$ cat config.mk
export PLATFORM = sky130hd
export DESIGN_NAME = quoted_csv_tokenizer
export DESIGN_NICKNAME = d
export VERILOG_FILES = /design/src/rtl/qcsv_pkg.sv /design/src/rtl/quoted_csv_tokenizer.sv /design/src/rtl/qcsv_parse.sv /design/src/rtl/qcsv_obuf.sv
export SDC_FILE = /design/constraint.sdc
export NUM_CORES = 1
export LEC_CHECK = 0
export BUFFER_PORTS_ARGS = -buffer_cell sky130_fd_sc_hd__buf_2
export CORE_ASPECT_RATIO = 0.7
export CORE_MARGIN = 2
export CORE_UTILIZATION = 53
export CTS_CLUSTER_DIAMETER = 60
export DETAILED_ROUTE_END_ITERATION = 12
export PLACE_DENSITY_LB_ADDON = 0.25
export SETUP_SLACK_MARGIN = 0.15
export SLEW_MARGIN = 30
export SYNTH_ARGS = -nofsm -noshare
export SYNTH_HDL_FRONTEND = slang
export SYNTH_SLANG_ARGS = --single-unit
$ cat constraint.sdc
create_clock -name clk -period 8.9 [get_ports clk]
set_input_delay 0.445 -clock clk [delete_from_list [all_inputs] [get_ports clk]]
set_output_delay 0.445 -clock clk [all_outputs]
set_load 0.03 [all_outputs]
$ cat src/rtl/qcsv_pkg.sv
// qcsv_pkg: shared types and constants of the quoted csv tokenizer
`default_nettype none

package qcsv_pkg;

    localparam int DEF_MAX_COLUMNS = 256;
    localparam int DEF_MAX_LINES   = 65536;

    localparam int COLUMN_W     = 9;
    localparam int LINE_FIELD_W = 17;

    localparam logic [7:0] SEPARATOR_RESET = 8'd44;

    localparam logic [7:0] CH_LF    = 8'h0A;
    localparam logic [7:0] CH_CR    = 8'h0D;
    localparam logic [7:0] CH_QUOTE = 8'h22;

    localparam logic [1:0] KIND_CONTENT  = 2'd0;
    localparam logic [1:0] KIND_FIELD    = 2'd1;
    localparam logic [1:0] KIND_LINE_END = 2'd2;

    typedef struct packed {
        logic [7:0] text_byte;
        logic       last_byte;
    } in_t;

    typedef struct packed {
        logic [1:0]              kind;
        logic [7:0]              data_byte;
        logic [COLUMN_W-1:0]     column_index;
        logic [LINE_FIELD_W-1:0] line_index;
        logic [COLUMN_W-1:0]     max_columns;
        logic                    overflow;
        logic                    last_result;
    } out_t;

    // results of one input beat, count is 0 to 2
    typedef struct packed {
        out_t       r0;
        out_t       r1;
        logic [1:0] count;
    } pair_t;

endpackage : qcsv_pkg

`default_nettype wire

$ cat src/rtl/quoted_csv_tokenizer.sv
// quoted_csv_tokenizer: top level, separator register and channel wiring
`default_nettype none

// Splits table text, one byte per input beat, into content bytes, field ends and
// line ends, honoring quoted fields with doubled quotes. A byte is taken every
// cycle while the result buffer can take it; the parse step is a single pass from
// the accepted beat into a two-entry result buffer. A byte that yields two results
// (the line end flush on the last byte) holds off the next byte while the buffer
// drains. cfg_data sets the separator byte (reset ',') and may be written only
// while no text is in flight. Column and line counters saturate at MAX_COLUMNS
// and MAX_LINES and set the sticky overflow flag.

module quoted_csv_tokenizer #(
    parameter int MAX_COLUMNS = qcsv_pkg::DEF_MAX_COLUMNS,
    parameter int MAX_LINES   = qcsv_pkg::DEF_MAX_LINES
) (
    input  wire logic            clk,
    input  wire logic            rst_n,
    input  wire logic            cfg_valid,
    output logic                 cfg_ready,
    input  wire logic [7:0]      cfg_data,
    input  wire logic            in_valid,
    output logic                 in_ready,
    input  wire qcsv_pkg::in_t   in_data,
    output logic                 out_valid,
    input  wire logic            out_ready,
    output qcsv_pkg::out_t       out_data
);

    logic [7:0]      sep_reg;
    logic            in_beat;
    qcsv_pkg::pair_t pair;

    assign cfg_ready = 1'b1;
    assign in_beat   = in_valid && in_ready;

    always_ff @(posedge clk or negedge rst_n)
    begin
        if (!rst_n)
        begin
            sep_reg <= qcsv_pkg::SEPARATOR_RESET;
        end
        else if (cfg_valid)
        begin
            sep_reg <= cfg_data;
        end
    end

    qcsv_parse #(
        .MAX_COLUMNS (MAX_COLUMNS),
        .MAX_LINES   (MAX_LINES)
    ) u_parse (
        .clk       (clk),
        .rst_n     (rst_n),
        .accept    (in_beat),
        .item      (in_data),
        .separator (sep_reg),
        .pair      (pair)
    );

    qcsv_obuf u_obuf (
        .clk       (clk),
        .rst_n     (rst_n),
        .push      (in_beat),
        .pair      (pair),
        .can_push  (in_ready),
        .out_valid (out_valid),
        .out_ready (out_ready),
        .out_data  (out_data)
    );

endmodule : quoted_csv_tokenizer

`default_nettype wire

$ cat src/rtl/qcsv_parse.sv
// qcsv_parse: tokenizer state and the per-byte field and line logic
`default_nettype none

module qcsv_parse #(
    parameter int MAX_COLUMNS = qcsv_pkg::DEF_MAX_COLUMNS,
    parameter int MAX_LINES   = qcsv_pkg::DEF_MAX_LINES
) (
    input  wire logic            clk,
    input  wire logic            rst_n,
    input  wire logic            accept,
    input  wire qcsv_pkg::in_t   item,
    input  wire logic [7:0]      separator,
    output qcsv_pkg::pair_t      pair
);

    localparam int COL_W  = $clog2(MAX_COLUMNS + 1);
    localparam int LINE_W = $clog2(MAX_LINES + 1);
    localparam int OCOL_W  = qcsv_pkg::COLUMN_W;
    localparam int OLINE_W = qcsv_pkg::LINE_FIELD_W;

    typedef struct packed {
        logic              iq;
        logic              qp;
        logic              ab;
        logic              fh;
        logic [COL_W-1:0]  col;
        logic [LINE_W-1:0] line;
        logic [COL_W-1:0]  wide;
        logic              ovf;
    } state_t;

    state_t state_reg;
    state_t state_next;

    state_t          s;
    state_t          nx;
    qcsv_pkg::out_t  ra;
    qcsv_pkg::out_t  rb;
    logic            has_a;
    logic            has_b;
    logic            done;
    logic            is_break;
    logic            is_quote;

    function automatic state_t end_state(state_t cur, logic line_end);
        state_t t;
        t = cur;
        if (t.col < COL_W'(MAX_COLUMNS))
        begin
            t.col = t.col + COL_W'(1);
        end
        else
        begin
            t.ovf = 1'b1;
        end
        if (t.wide < t.col)
        begin
            t.wide = t.col;
        end
        if (line_end)
        begin
            if (t.line < LINE_W'(MAX_LINES))
            begin
                t.line = t.line + LINE_W'(1);
            end
            else
            begin
                t.ovf = 1'b1;
            end
            t.col = '0;
        end
        t.fh = 1'b0;
        return t;
    endfunction

    function automatic qcsv_pkg::out_t make_res(logic [1:0] kind, logic [7:0] data,
                                                logic [COL_W-1:0] col,
                                                logic [LINE_W-1:0] line,
                                                logic [COL_W-1:0] wide, logic ovf);
        qcsv_pkg::out_t r;
        r.kind         = kind;
        r.data_byte    = data;
        r.column_index = OCOL_W'(col);
        r.line_index   = OLINE_W'(line);
        r.max_columns  = OCOL_W'(wide);
        r.overflow     = ovf;
        r.last_result  = 1'b0;
        return r;
    endfunction

    always_comb
    begin
        s        = state_reg;
        nx       = state_reg;
        ra       = '0;
        rb       = '0;
        has_a    = 1'b0;
        has_b    = 1'b0;
        done     = 1'b0;
        is_break = (item.text_byte == qcsv_pkg::CH_LF) || (item.text_byte == qcsv_pkg::CH_CR);
        is_quote = (item.text_byte == qcsv_pkg::CH_QUOTE);

        // pending quote or absorbed break is settled by this byte first
        if (s.ab)
        begin
            s.ab = 1'b0;
            if (is_break)
            begin
                done = 1'b1;
            end
        end
        else if (s.qp)
        begin
            s.qp = 1'b0;
            if (is_quote)
            begin
                s.fh  = 1'b1;
                ra    = make_res(qcsv_pkg::KIND_CONTENT, item.text_byte, s.col, s.line,
                                 s.wide, s.ovf);
                has_a = 1'b1;
                done  = 1'b1;
            end
            else
            begin
                s.iq = 1'b0;
            end
        end

        if (!done)
        begin
            priority if (s.iq)
            begin
                s.fh = 1'b1;
                if (is_quote)
                begin
                    s.qp = 1'b1;
                end
                else
                begin
                    ra    = make_res(qcsv_pkg::KIND_CONTENT, item.text_byte, s.col, s.line,
                                     s.wide, s.ovf);
                    has_a = 1'b1;
                end
            end
            else if (is_quote)
            begin
                s.iq = 1'b1;
                s.fh = 1'b1;
            end
            else if (item.text_byte == separator)
            begin
                nx    = end_state(s, 1'b0);
                ra    = make_res(qcsv_pkg::KIND_FIELD, 8'd0, s.col, s.line, nx.wide, nx.ovf);
                s     = nx;
                has_a = 1'b1;
            end
            else if (is_break)
            begin
                nx    = end_state(s, 1'b1);
                ra    = make_res(qcsv_pkg::KIND_LINE_END, 8'd0, s.col, s.line,
                                 nx.wide, nx.ovf);
                s     = nx;
                s.ab  = 1'b1;
                has_a = 1'b1;
            end
            else
            begin
                s.fh  = 1'b1;
                ra    = make_res(qcsv_pkg::KIND_CONTENT, item.text_byte, s.col, s.line,
                                 s.wide, s.ovf);
                has_a = 1'b1;
            end
        end

        // end of text: flush a started field, then drop per-text state
        if (item.last_byte)
        begin
            if (s.fh)
            begin
                nx    = end_state(s, 1'b1);
                rb    = make_res(qcsv_pkg::KIND_LINE_END, 8'd0, s.col, s.line,
                                 nx.wide, nx.ovf);
                s     = nx;
                has_b = 1'b1;
            end
            s.iq  = 1'b0;
            s.qp  = 1'b0;
            s.ab  = 1'b0;
            s.fh  = 1'b0;
            s.col = '0;
        end

        if (has_b)
        begin
            rb.last_result = 1'b1;
        end
        else if (has_a)
        begin
            ra.last_result = 1'b1;
        end

        pair.r0    = has_a ? ra : rb;
        pair.r1    = rb;
        pair.count = {1'b0, has_a} + {1'b0, has_b};
        state_next = s;
    end

    always_ff @(posedge clk or negedge rst_n)
    begin
        if (!rst_n)
        begin
            state_reg <= '0;
        end
        else if (accept)
        begin
            state_reg <= state_next;
        end
    end

`ifndef NO_ASSERTIONS
    a_last_clears: assert property (@(posedge clk) disable iff (!rst_n)
        accept && item.last_byte |=> !state_reg.iq && !state_reg.fh && (state_reg.col == '0))
        else $error("per-text state not cleared after last byte");
    a_col_bound: assert property (@(posedge clk) disable iff (!rst_n)
        (state_reg.col <= COL_W'(MAX_COLUMNS)) && (state_reg.wide <= COL_W'(MAX_COLUMNS)))
        else $error("column counter past its limit");
`endif

endmodule : qcsv_parse

`default_nettype wire

$ cat src/rtl/qcsv_obuf.sv
// qcsv_obuf: two-entry result buffer between the parser and the output channel
`default_nettype none

module qcsv_obuf (
    input  wire logic             clk,
    input  wire logic             rst_n,
    input  wire logic             push,
    input  wire qcsv_pkg::pair_t  pair,
    output logic                  can_push,
    output logic                  out_valid,
    input  wire logic             out_ready,
    output qcsv_pkg::out_t        out_data
);

    qcsv_pkg::out_t slot0_reg;
    qcsv_pkg::out_t slot1_reg;
    logic [1:0]     cnt_reg;
    logic           pop;
    logic           load;

    assign out_valid = (cnt_reg != 2'd0);
    assign out_data  = slot0_reg;
    assign pop       = out_valid && out_ready;
    // a new beat lands only in a buffer that is empty after this cycle
    assign can_push  = (cnt_reg == 2'd0) || ((cnt_reg == 2'd1) && out_ready);
    assign load      = push && (pair.count != 2'd0);

    always_ff @(posedge clk or negedge rst_n)
    begin
        if (!rst_n)
        begin
            cnt_reg <= 2'd0;
        end
        else if (load)
        begin
            cnt_reg <= pair.count;
        end
        else if (pop)
        begin
            cnt_reg <= cnt_reg - 2'd1;
        end
    end

    always_ff @(posedge clk)
    begin
        if (load)
        begin
            slot0_reg <= pair.r0;
            slot1_reg <= pair.r1;
        end
        else if (pop)
        begin
            slot0_reg <= slot1_reg;
        end
    end

`ifndef NO_ASSERTIONS
    a_cnt_range: assert property (@(posedge clk) disable iff (!rst_n)
        cnt_reg != 2'd3)
        else $error("result buffer count out of range");
    a_no_overwrite: assert property (@(posedge clk) disable iff (!rst_n)
        push && (cnt_reg != 2'd0) |-> pop)
        else $error("beat pushed over a waiting result");
    a_tail_is_last: assert property (@(posedge clk) disable iff (!rst_n)
        (cnt_reg == 2'd1) |-> slot0_reg.last_result)
        else $error("final buffered result not marked last");
    a_head_not_last: assert property (@(posedge clk) disable iff (!rst_n)
        (cnt_reg == 2'd2) |-> !slot0_reg.last_result && slot1_reg.last_result)
        else $error("result pair marked wrongly");
`endif

endmodule : qcsv_obuf

`default_nettype wire
==> results of run 1 <==
## report_power, final
part | switching, uW | internal, uW
Combinational | 774 | 324
Sequential | 106 | 933
Clock | 293 | 459
## final cells by class
class / instances / area share (%)
clock buffer: 19 / 4.90
multi-input combinational: 645 / 44.0
sequential: 134 / 40.9
timing repair buffer: 82 / 4.76
tap: 195 / 2.64
clock inverter: 13 / 1.87
inverter: 24 / 0.974
## per-layer routing
layer  up-vias  share of wire (%)  routed length [microns]  global-route usage [%]
met4         0                1.1                      235                    7.21
met1      3265                 52                    11500                    45.6
met5         -                  0                        0                       0
met2       363                 37                     8220                    35.1
met3        21                 10                     2280                    8.05
li1       3273                  -                        -                       -
## cell usage after synthesis, drive strengths merged, types with 6 or more instances
library cell / n
and2: 14
xor2: 13
xnor2: 31
nand4: 22
and4: 6
a21o: 9
nor2: 99
inv: 22
a21oi: 39
edfxtp: 84
nand3: 28
ha: 24
a31oi: 34
nor4: 7
o21ai: 48
o21a: 6
mux2i: 8
o22ai: 6
dfrtp: 47
nand2: 106
mux2: 9
clkbuf: 40
or3: 9
and3: 8
o211ai: 7
buf: 14
o31ai: 7
nor3: 22
a211oi: 16
## through the flow
stage / hold slack, ps / area, sq um / setup slack (ps)
6_report: 161 / 9250 / 2690
5_1_grt: 212 / 9250 / 2080
4_1_cts: 182 / 9240 / 2930
3_5_place_dp: 479 / 8620 / 2960
3_3_place_gp: 478 / 8620 / 3140
2_1_floorplan: 149 / 8150 / 3860
## kinds of logic after synthesis
group | count (synthesis) | share of synthesized area [%]
and+or+nand+nor | 345 | 20.4
AOI/OAI and AO/OA | 214 | 18.6
DFF | 134 | 46.4
buffers and inverters | 78 | 3.95
xor gates and xnor gates | 44 | 4.73
adders and majority gates | 24 | 3.69
muxes | 17 | 2.23
other | 1 | 0.0460
## path summary, 6_finish.rpt
| check | endpoint | start | slack, ps | depth (start not counted) |
|---|---|---|---|---|
| max in group asynchronous | u_parse.state_reg[22] | rst_n | 8260 | 2 |
| setup reg to reg | u_obuf.out_data[9] | u_parse.state_reg[27] | 2690 | 20 |
| setup / recovery | u_obuf.out_data[9] | u_parse.state_reg[27] | 2690 | 20 |
| min in group clk | sep_reg[1] | cfg_data[1] | 240 | 2 |
| hold reg to reg | u_parse.state_reg[36] | u_parse.state_reg[36] | 490 | 1 |
| hold / removal | sep_reg[7] | rst_n | 160 | 2 |
==> impl_metrics.json, run 1 <==
{
  "die_h_microns": 108,
  "fin_crit_sh_pct": 69.7,
  "leakage_uw": 0.00355,
  "worstPathMaxFanout": 14,
  "port_buffers": 70,
  "syn_nets": 903,
  "min_period_ps": 6210,
  "grt_remaining_overflow": 0,
  "rows": 37,
  "ys_warn_count": 0,
  "hold_viol": 0,
  "hold_path.class": "in -> async",
  "instances_no_fill": 1112,
  "io-pin-count": 72,
  "max_stage_delay_ps": 560,
  "cts_tree": "built",
  "synth_ff_type": "edfxtp_1",
  "yosysSeqAreaShare_pct": 46.4,
  "rsz0062_at_grt": "false",
  "syn_avg_cell_area_sq_um": 9.50,
  "ctsRootBufferMaster": "clkbuf_16",
  "final_common_cell": "nand2_1",
  "power_uw": 2890,
  "crit_type": "reg -> reg",
  "p_per_area_mw_per_mm2": 312,
  "setup_viol": 0,
  "gp_congestion": 0.989,
  "synthDistinctLibCells": 81,
  "drc": 0,
  "netlist_area_sq_mm": 0.00815,
  "routed_via_density": 6.22,
  "cp.required_ps": 9100,
  "status": "complete, no violations",
  "clock.fmax_mhz": 161,
  "end_kind": "flop",
  "cts_made_buffers": 17,
  "grt_pass1_wl_mm": 35.3,
  "arrival_ps": 6410,
  "core_sq_mm": 0.0149,
  "wl_per_cell_microns": 20.0,
  "slowest_stage": "dfrtp_1",
  "grt_max_degree": 52,
  "syn2layout_area_growth_pct": 13.5,
  "path_delay_family": "compound AO/OA/AOI/OAI gates",
  "final_cell_mix": "104 x nand2_1, 99 x nor2_1, 84 x edfxtp_1",
  "final_antenna_net_count": 0,
  "tns_ps": 0,
  "synthCells": 857,
  "ctsResizeCount": 0,
  "largest_reg_flops": 47,
  "async_flop_share_pct": 37.3,
  "fin_util_pct": 62.2,
  "start_util_pct": 54.8,
  "dp_cells": 1080,
  "drive_above_1_share_pct": 16.8,
  "antenna_found_initial": 0,
  "worst_pin_slew_ps": 742,
  "fillers": 1241,
  "synth_area_leaders": "edfxtp_1 31%, dfrtp_1 14%, nand2_1 4.8%",
  "die-area_sq_mm": 0.0164,
  "place_hpwl_mm": 15.5,
  "die_w_microns": 152,
  "synth_area_leader_cell": "edfxtp_1",
  "cts_buffer_depth": 2,
  "diodes": 0,
  "path_buf_inv": 1,
  "wl_mm": 22.2,
  "clkTransAtPathRegs_ps": 60,
  "multi_input_area_sq_mm": 0.00407,
  "cts_max_level": 4,
  "cts_hold_buf": 0,
  "grt_usage_pct": 28.0,
  "clock_latency_ps": 430,
  "startpoint_type": "flop",
  "synth_seq_cells": 134,
  "cap_violations": 0,
  "layout.nets": 950,
  "grt_pass1_vias": 6188,
  "synth_edf_count": 84,
  "cts_sinks": 134,
  "cts_setup_buffers": 0,
  "seq_area_sq_mm": 0.00378,
  "slew_headroom_pct": 50.2,
  "finClkSkew_ps": 7.52,
  "irDropWorstVdd_v": 0.000158,
  "drtIter0Drc": 983,
  "drv_slew": 0,
  "firstDrtPassIters": 5,
  "yosysTopAreaCellShare_pct": 31.0,
  "via_count": 6922,
  "path_cells": "ha_1 > nand2b_1 > nor2_1 > xnor2_1 > inv_1 > ha_1 > a211oi_1 > o221ai_1 > nor3_1 > nand3_1 > nor2_1 > a21o_1 > ha_1 > a21o_1 > a2111oi_0 > o31a_1 > nor3b_1 > a21o_1 > a31oi_1 > a2111oi_1"
}
No activity file was read; power rests on OpenSTA's default activity.
==> inputs of run 2 (changes only) <==
clock period = 6.05 ns   (was 8.9 ns; I/O delays follow)
==> impl_metrics.json, run 2 (synthesis results as in run 1) <==
{
  "dp_cells": 1089,
  "leakage_uw": 0.00358,
  "ctsResizeCount": 0,
  "drtIter0Drc": 863,
  "cts_setup_buffers": 0,
  "grt_max_degree": 52,
  "slew_headroom_pct": 47.2,
  "grt_remaining_overflow": 0,
  "path_buf_inv": 2,
  "final_antenna_net_count": 0,
  "seq_area_sq_mm": 0.00378,
  "clock_latency_ps": 430,
  "gp_congestion": 1.01,
  "cts_made_buffers": 17,
  "drive_above_1_share_pct": 18.3,
  "p_clk_share_pct": 25.1,
  "grt_pass1_vias": 6299,
  "final_cell_mix": "104 x nand2_1, 99 x nor2_1, 84 x edfxtp_1",
  "grt_usage_pct": 28.4,
  "startpoint_type": "flop",
  "crit_top_cell": "ha_1",
  "p_int_uw": 2530,
  "fin_util_pct": 62.8,
  "cap_violations": 0,
  "worstPathMaxFanout": 11,
  "status": "complete, but fails checks",
  "wl_mm": 22.5,
  "wl_per_cell_microns": 20.1,
  "p_comb_share_pct": 39.0,
  "finClkSkew_ps": 8.29,
  "cts_buffer_depth": 2,
  "fin_crit_sh_pct": 89.9,
  "via_count": 7039,
  "irDropWorstVdd_v": 0.000229,
  "end_kind": "flop",
  "r2r_cells": 22,
  "min_period_ps": 5440,
  "setup_viol": 0,
  "slowest_stage": "dfrtp_1",
  "clock.fmax_mhz": 184,
  "cp_num_cells": 22,
  "drc": 0,
  "max_stage_delay_ps": 500,
  "rows": 37,
  "antenna_found_initial": 1,
  "cts_tree": "built",
  "worst_pin_slew_ps": 787,
  "cts_sinks": 134,
  "p_sw_share_pct": 40.5,
  "power_uw": 4250,
  "hold_slack_ps": -2.87,
  "r2r_start": "u_parse.state_reg[28]",
  "p_per_area_mw_per_mm2": 456,
  "port_buffers": 70,
  "power_frac_seq_pct": 35.9,
  "violations": "hold timing",
  "die_h_microns": 108,
  "largest_reg_flops": 47,
  "final_common_cell": "nand2_1",
  "routed_via_density": 6.28,
  "diodes": 0,
  "die-area_sq_mm": 0.0164,
  "path_cells": "ha_1 > nand2b_1 > nor2_1 > xnor2_1 > inv_1 > ha_1 > a211oi_1 > o221ai_1 > nor3_1 > buf_4 > and3_1 > nor2_1 > a21oi_1 > ha_1 > a21o_1 > a21o_1 > a2111oi_0 > o31a_1 > nor3b_4 > a21o_4 > mux2i_2 > a211oi_1",
  "grt_pass1_wl_mm": 35.8,
  "fillers": 1244,
  "core_sq_mm": 0.0149,
  "p_sw_uw": 1720,
  "rsz0062_at_grt": "false",
  "firstDrtPassIters": 5,
  "hold_path.class": "in -> async",
  "place_hpwl_mm": 15.8,
  "clkTransAtPathRegs_ps": 60,
  "cp.required_ps": 6200,
  "crit_type": "reg -> reg",
  "layout.nets": 959,
  "hold_viol": 2,
  "path_delay_family": "compound AO/OA/AOI/OAI gates",
  "tns_ps": 0,
  "cts_max_level": 4,
  "die_w_microns": 152,
  "timing.critical_path.from": "u_parse.state_reg[28]",
  "multi_input_area_sq_mm": 0.00410,
  "drv_slew": 0,
  "instances_no_fill": 1121,
  "cts_hold_buf": 0,
  "ctsRootBufferMaster": "clkbuf_16",
  "arrival_ps": 5590,
  "start_util_pct": 54.8,
  "syn2layout_area_growth_pct": 14.5,
  "io-pin-count": 72
}
run 2: cell types whose count changed in the layout (fill, tap and decap cells not counted), sizes merged:
| cell | delta |
|---|---|
| inv | +2 |
| clkinvlp | -2 |
| clkbuf | -1 |
| clkinv | +1 |
| buf | +9 |
run 2: cell type report:
cell class                 instances  share of cell area [%]
sequential                       134                    40.5
clock inverter                    14                    1.88
clock buffer                      18                    4.60
timing repair buffer              91                    5.45
multi-input combinational        645                    43.9
tap                              195                    2.62
inverter                          24                   0.966
run 2: path summary, 6_finish.rpt:
kind,end,slack (ps)
setup / recovery,u_obuf.out_data[4],610
hold / removal,u_parse.state_reg[6],-3
setup reg to reg,u_obuf.out_data[4],610
hold reg to reg,u_obuf.out_data[18],510
max in group asynchronous,u_parse.state_reg[30],5490
min in group clk,sep_reg[0],110
run 2: power by group through the flow:
stage	clock network [uW]	registers, uW	logic, uW
floorplan	0	1820	848
detailed placement	0	1540	1610
CTS	1080	1530	1620
global route	1120	1560	1810
global placement	0	1540	1590
finish	1070	1530	1660
run 2: metrics by stage:
step	setup slack, ps	instance area (sq um)
2_1_floorplan	1010	8150
3_3_place_gp	547	8680
3_5_place_dp	336	8680
4_1_cts	287	9290
5_1_grt	154	9330
6_report	614	9330
run 2: routing by layer:
metal | global-route usage, % | up-vias | share of wire [%]
met5 | 0 | - | 0.031
met2 | 36.4 | 397 | 38
li1 | - | 3286 | -
met4 | 7.28 | 2 | 1.2
met1 | 46.0 | 3327 | 50
met3 | 7.57 | 27 | 11
